**config.mk**
```make
export PLATFORM = sky130hd
export DESIGN_NAME = lz77_byte_compressor
export DESIGN_NICKNAME = d
export VERILOG_FILES = /design/src/hw/rtl/lzc_pkg.sv /design/src/hw/rtl/lzc_cell.sv /design/src/hw/rtl/lzc_group.sv /design/src/hw/rtl/lz77_byte_compressor.sv
export SDC_FILE = /design/constraint.sdc
export NUM_CORES = 2
export LEC_CHECK = 0
export BUFFER_PORTS_ARGS = -buffer_cell sky130_fd_sc_hd__buf_2
export CAP_MARGIN = 40
export CORE_MARGIN = 2
export CORE_UTILIZATION = 45
export DETAILED_ROUTE_END_ITERATION = 10
export GPL_ROUTABILITY_DRIVEN = 1
export HOLD_SLACK_MARGIN = 0.12
export SLEW_MARGIN = 30
export SYNTH_ARGS = -nofsm -noshare
export SYNTH_HDL_FRONTEND = slang
export SYNTH_SLANG_ARGS = --single-unit
```
**constraint.sdc**
```tcl
create_clock -name clk -period 77.8 [get_ports clk]
set_input_delay 0 -clock clk [delete_from_list [all_inputs] [get_ports clk]]
set_output_delay 0 -clock clk [all_outputs]
set_load 0.01 [all_outputs]
```
**src/hw/rtl/lzc_pkg.sv**
```systemverilog
`timescale 1ns / 1ps
`default_nettype none
package lzc_pkg;

	localparam int BYTE_W    = 8;
	localparam int MIN_MATCH = 3;
	localparam int GROUP_W   = 16;
	localparam logic [BYTE_W-1:0] MATCH_TAG = 8'h80;

	// control broadcast along the window row
	typedef struct packed {
		logic              shift;
		logic              load;
		logic              step;
		logic [BYTE_W-1:0] cmp;
	} cell_ctrl_t;

endpackage
`default_nettype wire

```
**src/hw/rtl/lzc_cell.sv**
```systemverilog
`timescale 1ns / 1ps
`default_nettype none
module lzc_cell (
	input  wire                      clk,
	input  wire                      arst_n,
	input  lzc_pkg::cell_ctrl_t      ctrl,
	input  wire                      valid,
	input  wire [lzc_pkg::BYTE_W-1:0] byte_in,
	input  wire                      tok_in,
	output logic [lzc_pkg::BYTE_W-1:0] byte_q,
	output logic                     tok_q
);
	import lzc_pkg::*;

	logic hit;

	assign hit = (byte_q == ctrl.cmp);

	always_ff @(posedge clk) begin
		if (ctrl.shift)
			byte_q <= byte_in;
	end

	// a token marks a candidate match still alive; it walks towards cell 0
	always_ff @(posedge clk or negedge arst_n) begin
		if (!arst_n) begin
			tok_q <= 1'b0;
		end else if (ctrl.load) begin
			tok_q <= valid & hit;
		end else if (ctrl.step) begin
			tok_q <= tok_in & hit;
		end
	end

endmodule
`default_nettype wire

```
**src/hw/rtl/lzc_group.sv**
```systemverilog
`timescale 1ns / 1ps
`default_nettype none
module lzc_group #(
	parameter int GW = 16
) (
	input  wire                   clk,
	input  wire                   arst_n,
	input  wire  [GW-1:0]         tok,
	output logic                  any_q,
	output logic [$clog2(GW)-1:0] hi_q
);
	import lzc_pkg::*;

	logic                  any_c;
	logic [$clog2(GW)-1:0] hi_c;

	// highest live cell wins: farthest distance
	always_comb begin
		any_c = 1'b0;
		hi_c  = '0;
		for (int i = 0; i < GW; i++) begin
			if (tok[i]) begin
				any_c = 1'b1;
				hi_c  = ($clog2(GW))'(i);
			end
		end
	end

	always_ff @(posedge clk or negedge arst_n) begin
		if (!arst_n) begin
			any_q <= 1'b0;
			hi_q  <= '0;
		end else begin
			any_q <= any_c;
			hi_q  <= hi_c;
		end
	end

endmodule
`default_nettype wire

```
**src/hw/rtl/lz77_byte_compressor.sv**
```systemverilog
`timescale 1ns / 1ps
`default_nettype none
// LZ77 byte compressor with a small sliding window. Bytes enter one per
// transfer into a lookahead of MAX_MATCH bytes; once it is full, or after the
// byte flagged by s_tlast until it drains, one coding decision is made. The
// history sits in a row of WINDOW_SIZE cells; a match search broadcasts one
// lookahead byte per step along the row while live candidates walk one cell
// per step. A decision runs a start state that loads the candidates, then for
// each search step a wait state for the registered group results and an
// evaluate state; the search ends on a mismatch or at the end of the
// lookahead. Then each output byte is held until the receiver takes it, and
// the consumed bytes move into the history one by one. A match of three or
// more bytes leaves as 0x80|(len-3) then the distance; otherwise a literal.
// Input is taken only while no decision is in progress. History is emptied
// after the last byte of a stream.
module lz77_byte_compressor #(
	parameter int WINDOW_SIZE = 255,
	parameter int MAX_MATCH   = 15
) (
	input  wire        clk,
	input  wire        arst_n,
	input  wire        s_tvalid,
	output logic       s_tready,
	input  wire  [7:0] s_tdata,   // [7:0] in_byte
	input  wire        s_tlast,   // end_of_stream
	output logic       m_tvalid,
	input  wire        m_tready,
	output logic [7:0] m_tdata,   // [7:0] out_byte
	output logic       m_tlast    // out_last
);
	import lzc_pkg::*;

	localparam int LW  = $clog2(MAX_MATCH + 1);
	localparam int LAI = $clog2(MAX_MATCH);
	localparam int HW  = $clog2(WINDOW_SIZE + 1);
	localparam int GHW = $clog2(GROUP_W);
	localparam int NG  = (WINDOW_SIZE + GROUP_W - 1) / GROUP_W;
	localparam int PADN = NG * GROUP_W;

	typedef enum logic [2:0] {IDLE, START, WAIT, EVAL, OUT1, OUT2, CONSUME} state_t;

	state_t state_q;
	logic [BYTE_W-1:0] la_q   [MAX_MATCH];
	logic [BYTE_W-1:0] scan_q [MAX_MATCH];
	logic [LW-1:0]     la_fill_q, k_q, best_len_q, take_q;
	logic [BYTE_W-1:0] best_dist_q, dist_q, out_q;
	logic [HW-1:0]     hist_fill_q;
	logic              eos_q, last_q, out_last_q, is_match_q;

	cell_ctrl_t        ctrl;
	logic [BYTE_W-1:0] hbyte [WINDOW_SIZE];
	logic [PADN-1:0]   tok;
	logic [NG-1:0]     g_any;
	logic [GHW-1:0]    g_hi [NG];

	logic              any_c;
	logic [BYTE_W:0]   hi_c;
	logic [LW-1:0]     kp1, fin_len;
	logic [BYTE_W-1:0] fin_dist;
	logic              cont;

	assign ctrl.shift = (state_q == CONSUME);
	assign ctrl.load  = (state_q == START);
	assign ctrl.step  = (state_q == EVAL) && cont;
	assign ctrl.cmp   = (state_q == START) ? la_q[0] : scan_q[0];

	for (genvar c = 0; c < WINDOW_SIZE; c++) begin : g_cell
		logic [BYTE_W-1:0] bin;
		logic              tin;
		if (c == 0) begin : g_first
			assign bin = la_q[0];
		end else begin : g_mid
			assign bin = hbyte[c-1];
		end
		if (c == WINDOW_SIZE - 1) begin : g_top
			assign tin = 1'b0;
		end else begin : g_below
			assign tin = tok[c+1];
		end
		lzc_cell u_cell (
			.clk    (clk),
			.arst_n (arst_n),
			.ctrl   (ctrl),
			.valid  (HW'(c) < hist_fill_q),
			.byte_in(bin),
			.tok_in (tin),
			.byte_q (hbyte[c]),
			.tok_q  (tok[c])
		);
	end

	if (PADN > WINDOW_SIZE) begin : g_pad
		assign tok[PADN-1:WINDOW_SIZE] = '0;
	end

	for (genvar g = 0; g < NG; g++) begin : g_grp
		lzc_group #(.GW(GROUP_W)) u_grp (
			.clk   (clk),
			.arst_n(arst_n),
			.tok   (tok[g*GROUP_W +: GROUP_W]),
			.any_q (g_any[g]),
			.hi_q  (g_hi[g])
		);
	end

	always_comb begin
		any_c = 1'b0;
		hi_c  = '0;
		for (int g = 0; g < NG; g++) begin
			if (g_any[g]) begin
				any_c = 1'b1;
				hi_c  = (BYTE_W+1)'(g * GROUP_W) + (BYTE_W+1)'(g_hi[g]);
			end
		end
	end

	assign kp1      = k_q + LW'(1);
	assign cont     = any_c && (kp1 < la_fill_q);
	assign fin_len  = any_c ? kp1 : best_len_q;
	assign fin_dist = any_c ? BYTE_W'(hi_c + (BYTE_W+1)'(kp1)) : best_dist_q;

	assign s_tready = (state_q == IDLE);
	assign m_tvalid = (state_q == OUT1) || (state_q == OUT2);
	assign m_tdata  = out_q;
	assign m_tlast  = out_last_q;

	always_ff @(posedge clk) begin
		if (state_q == IDLE && s_tvalid)
			la_q[la_fill_q[LAI-1:0]] <= s_tdata;
		else if (state_q == CONSUME)
			for (int i = 0; i < MAX_MATCH - 1; i++)
				la_q[i] <= la_q[i+1];
		if (state_q == START) begin
			for (int i = 0; i < MAX_MATCH - 1; i++)
				scan_q[i] <= la_q[i+1];
		end else if (ctrl.step) begin
			for (int i = 0; i < MAX_MATCH - 1; i++)
				scan_q[i] <= scan_q[i+1];
		end
	end

	always_ff @(posedge clk or negedge arst_n) begin
		if (!arst_n) begin
			state_q     <= IDLE;
			la_fill_q   <= '0;
			hist_fill_q <= '0;
			k_q         <= '0;
			best_len_q  <= '0;
			best_dist_q <= '0;
			take_q      <= '0;
			dist_q      <= '0;
			out_q       <= '0;
			eos_q       <= 1'b0;
			last_q      <= 1'b0;
			out_last_q  <= 1'b0;
			is_match_q  <= 1'b0;
		end else begin
			case (state_q)
				IDLE: begin
					if (s_tvalid) begin
						la_fill_q <= la_fill_q + LW'(1);
						eos_q     <= s_tlast;
						if (s_tlast || (la_fill_q + LW'(1) == LW'(MAX_MATCH)))
							state_q <= START;
					end
				end
				START: begin
					k_q        <= '0;
					best_len_q <= '0;
					state_q    <= WAIT;
				end
				WAIT: begin
					state_q <= EVAL;
				end
				EVAL: begin
					if (any_c) begin
						best_len_q  <= kp1;
						best_dist_q <= fin_dist;
					end
					if (cont) begin
						k_q     <= kp1;
						state_q <= WAIT;
					end else begin
						if (fin_len >= LW'(MIN_MATCH)) begin
							is_match_q <= 1'b1;
							out_q      <= MATCH_TAG | BYTE_W'(fin_len - LW'(MIN_MATCH));
							dist_q     <= fin_dist;
							take_q     <= fin_len;
							out_last_q <= 1'b0;
							last_q     <= eos_q && (la_fill_q == fin_len);
						end else begin
							is_match_q <= 1'b0;
							out_q      <= la_q[0];
							take_q     <= LW'(1);
							out_last_q <= eos_q && (la_fill_q == LW'(1));
						end
						state_q <= OUT1;
					end
				end
				OUT1: begin
					if (m_tready) begin
						if (is_match_q) begin
							out_q      <= dist_q;
							out_last_q <= last_q;
							state_q    <= OUT2;
						end else begin
							state_q <= CONSUME;
						end
					end
				end
				OUT2: begin
					if (m_tready)
						state_q <= CONSUME;
				end
				CONSUME: begin
					// move the front lookahead byte into the history row
					la_fill_q <= la_fill_q - LW'(1);
					take_q    <= take_q - LW'(1);
					if (hist_fill_q != HW'(WINDOW_SIZE))
						hist_fill_q <= hist_fill_q + HW'(1);
					if (take_q == LW'(1)) begin
						if (!eos_q) begin
							state_q <= IDLE;
						end else if (la_fill_q != LW'(1)) begin
							state_q <= START;
						end else begin
							hist_fill_q <= '0;
							eos_q       <= 1'b0;
							state_q     <= IDLE;
						end
					end
				end
				default: state_q <= IDLE;
			endcase
		end
	end

endmodule
`default_nettype wire
```
==> results.cfg <==
[run_status]
status = completed

[yosys]
ys_seq_area_share_pct = 67.6
netlist_instances = 8072
synth_area_per_cell_sq_um = 14.3
synth_edf_count = 2272
synth_async_sr_flop_share_pct = 14.7
ys_types = 78
yosys_warnings = 0
synth_nets = 8103
synthFlopType = edfxtp_1
synth-seq-cells = 2662
synthesis.area_sq_um = 115000

[min_path]
min_path_type = in2reg
hold_start = s_tlast
holdPathEnd = state_q[1]$_DFFE_PN0P_
min_path_cells = 5

[drt]
ant_nets = 0
firstDrtPassIters = 6
drt_iter0_markers = 6280
drc = 0
wl_per_cell_microns = 24.6
vias = 66200
drt_wl_total_mm = 289
viasPerCell = 5.63

[clock_tree]
cts_sinks = 2662
postCtsHoldBufs = 28
path_clk_slew_ns = 0.06
cts_tree = built
htree_levels = 5
postCtsSetupBuffers = 0
worstSkewPairLatency_ns = 0.95
cts_max_path_buffers = 4
cts_root_buf = clkbuf_16
post_cts_resized = 0
numCtsBuffers = 303

[cells_and_area]
syn2layout_area_growth_pct = 12.2
layout-drive-gt1-share_pct = 9.03
nFillCells = 21100
nets = 8189

[setup_path]
reg2reg_from = state_q[2]$_DFFE_PN0P_
crit_path_start_kind = flop
critPathMostFrequentCell = buf_4
critPathTopFamily = buffers and inverters
cpPeakStageDelay_ns = 0.71
rrSetupSlack_ns = 72.33
critPathKind = reg2reg
crit_required_ns = 78.60
r2r_cells = 12
arrival_ns = 6.27
end_kind = flop
crit_fanout = 75
cp_num_buf_inv = 6
crit_slowest_cell = buf_4
r2r-end = g_cell[74].u_cell.tok_q$_DFFE_PN0P_
cp_cell_sequence = or3b_4 -> buf_12 -> mux2i_4 -> buf_4 -> buf_12 -> buf_4 -> buf_4 -> buf_16 -> xnor2_1 -> nor4_1 -> nand3_1 -> o32ai_1

[placement]
io_buffers = 23
dpl.hpwl_mm = 174
finalWeightedCongestion = 0.813

[global_routing]
overflow = 0
track_usage_pct = 22.0
grt_pass1_wl_mm = 433
grt_pass1_vias = 67000
grt_max_degree = 191
antenna_found_initial = 5

[sta]
rsz0062_at_grt = false
fmax_ghz = 0.183
slew_violations = 0
min_period_ns = 5.47
period_share_pct = 7.04
clock_skew_ns = 0.0561
whs_ns = 0.189
relSlewSlack_pct = 27.0
finalHoldViolCount = 0
tns_ns = 0
max_slew.worst_pin.slew_ns = 1.09
finalSetupViolCount = 0

[die]
num_rows = 185
die_x_microns = 510
pin_count = 24
core-area_sq_um = 254000
fp.dieArea_sq_um = 260000
die_y_microns = 510
start_util_pct = 45.3

[power_and_ir_drop]
p_per_area_nw_per_um2 = 33.8
leakage_nw = 36.3
vdd.ir_drop.worst_v = 0.0000386

[flow_run]
drv_cap = 0
==> per-stage QoR <==
step	utilization (%)	power, mW	std cells	worst slack (ns)	area, sq um
after floorplan	-	3.09	8072	14.81	115000
after global placement	46.7	3.02	11100	71.99	119000
after detailed placement	47.0	3.05	11200	72.23	120000
after CTS	50.7	4.40	11700	72.22	129000
after global routing	50.8	4.56	11800	72.04	129000
final	50.8	4.38	11800	72.33	129000
==> power breakdown <==
group          total, mW  internal, mW  switching [mW]  leakage, nW
Combinational       1.34         0.434           0.903         11.6
Sequential          1.70          1.66          0.0374         20.2
Clock               1.34         0.781           0.558         4.51
==> Yosys cell counts (18+ instances only) <==
| cell | instances | area, sq um |
|---|---|---|
| buf_4 | 79 | 593 |
| nand2b_1 | 33 | 206 |
| o31ai_1 | 44 | 330 |
| buf_2 | 163 | 816 |
| o221ai_1 | 23 | 201 |
| inv_1 | 95 | 357 |
| xnor2_1 | 1275 | 11200 |
| o22ai_1 | 43 | 269 |
| nor4_1 | 307 | 1920 |
| nor2_1 | 144 | 541 |
| a22oi_1 | 58 | 435 |
| and2_1 | 28 | 175 |
| a21o_1 | 120 | 901 |
| o41ai_1 | 33 | 289 |
| clkbuf_1 | 200 | 751 |
| a21oi_1 | 189 | 946 |
| nand3_1 | 115 | 576 |
| a211oi_1 | 67 | 503 |
| xor2_1 | 781 | 6840 |
| edfxtp_1 | 2272 | 68200 |
| mux2_2 | 86 | 968 |
| nand2_1 | 459 | 1720 |
| o21bai_1 | 18 | 135 |
| a22o_1 | 51 | 447 |
| o211ai_1 | 24 | 180 |
| o32ai_1 | 18 | 158 |
| nor3_1 | 240 | 1200 |
| nand4_1 | 244 | 1530 |
| dfrtp_1 | 390 | 9760 |
| o21ai_0 | 231 | 1160 |
| o21ai_1 | 27 | 135 |
==> flip-flops by register name, summed over array words and instances, names as in the netlist, 3 cells and up <==
| signal | flops |
|---|---|
| la_q | 120 |
| g_grp.u_grp.hi_q | 64 |
| g_grp.u_grp.any_q | 16 |
| g_cell.u_cell.tok_q | 255 |
| best_dist_q | 8 |
| k_q | 4 |
| g_cell.u_cell.byte_q | 2040 |
| scan_q | 112 |
| best_len_q | 4 |
| state_q | 3 |
| hist_fill_q | 8 |
| dist_q | 8 |
| take_q | 4 |
| la_fill_q | 4 |
| m_tdata | 8 |
==> worst register-to-register path, cell delays in order, from the launching register on <==
cell and delay (ns):
dfrtp_1 0.53, or3b_4 0.64, buf_12 0.25, mux2i_4 0.19, buf_4 0.62, buf_12 0.52
buf_4 0.94, buf_4 0.55, buf_16 0.30, xnor2_1 0.15, nor4_1 0.28, nand3_1 0.11
o32ai_1 0.30
==> cell usage in the layout (no fill, tap or decap), types with 44 or more instances in the layout <==
cell,instances
a211oi_1,67
nor2_1,139
clkinv_2,45
clkinv_1,44
o21ai_0,227
nor3_1,237
xor2_1,781
nand4_1,244
edfxtp_1,2272
a22oi_1,58
buf_4,130
nand3_1,114
mux2_2,86
clkbuf_16,308
a22o_1,51
dfrtp_1,388
nor4_1,304
xnor2_1,1275
nand2_1,458
a21oi_1,187
inv_1,94
clkbuf_1,92
a21o_1,120
==> layout make-up <==
| cell class | instances | area [sq um] | area share [%] |
|---|---|---|---|
| diodes | 2 | 5.00 | 0.00387 |
| flip-flops and latches | 2662 | 78000 | 60.3 |
| well taps | 3366 | 4210 | 3.26 |
| clock inverters | 108 | 754 | 0.583 |
| repair buffers | 247 | 2700 | 2.09 |
| inverters | 97 | 379 | 0.293 |
| multi-input cells | 4847 | 34900 | 27.0 |
| clock buffers | 426 | 8410 | 6.50 |
==> logic make-up after synthesis <==
| family | after synthesis | synth area share, % |
|---|---|---|
| simple gates | 1643 | 7.30 |
| xor+xnor | 2056 | 15.6 |
| mux | 104 | 1.02 |
| buf+inv | 563 | 2.33 |
| fa+ha+maj | 18 | 0.202 |
| compound gates | 1026 | 5.91 |
| flops | 2662 | 67.6 |
==> how the worst max path moves through the flow <==
stage / slack [ns] / endpoint / depth (start not counted) / start
2_1_floorplan: 14.81 / eos_q$_DFFE_PN0P_ / 8 / state_q[1]$_DFFE_PN0P_
3_3_place_gp: 71.99 / g_cell[72].u_cell.byte_q[0]$_DFFE_PP_ / 7 / state_q[1]$_DFFE_PN0P_
3_5_place_dp: 72.23 / g_cell[41].u_cell.byte_q[2]$_DFFE_PP_ / 8 / state_q[1]$_DFFE_PN0P_
4_1_cts: 72.22 / g_cell[74].u_cell.tok_q$_DFFE_PN0P_ / 11 / state_q[2]$_DFFE_PN0P_
5_1_grt: 72.04 / g_cell[72].u_cell.byte_q[3]$_DFFE_PP_ / 10 / state_q[1]$_DFFE_PN0P_
6_report: 72.33 / g_cell[74].u_cell.tok_q$_DFFE_PN0P_ / 12 / state_q[2]$_DFFE_PN0P_
==> routing by layer <==
metal | up-vias | GRT usage [%] | routed length (microns)
li1 | 29800 | - | -
met2 | 2114 | 34.5 | 134000
met1 | 33800 | 31.3 | 128000
met4 | 4 | 6.61 | 8220
met5 | - | 0 | 23
met3 | 471 | 4.14 | 19500
Note: power is estimated with default switching activity, not from simulation.
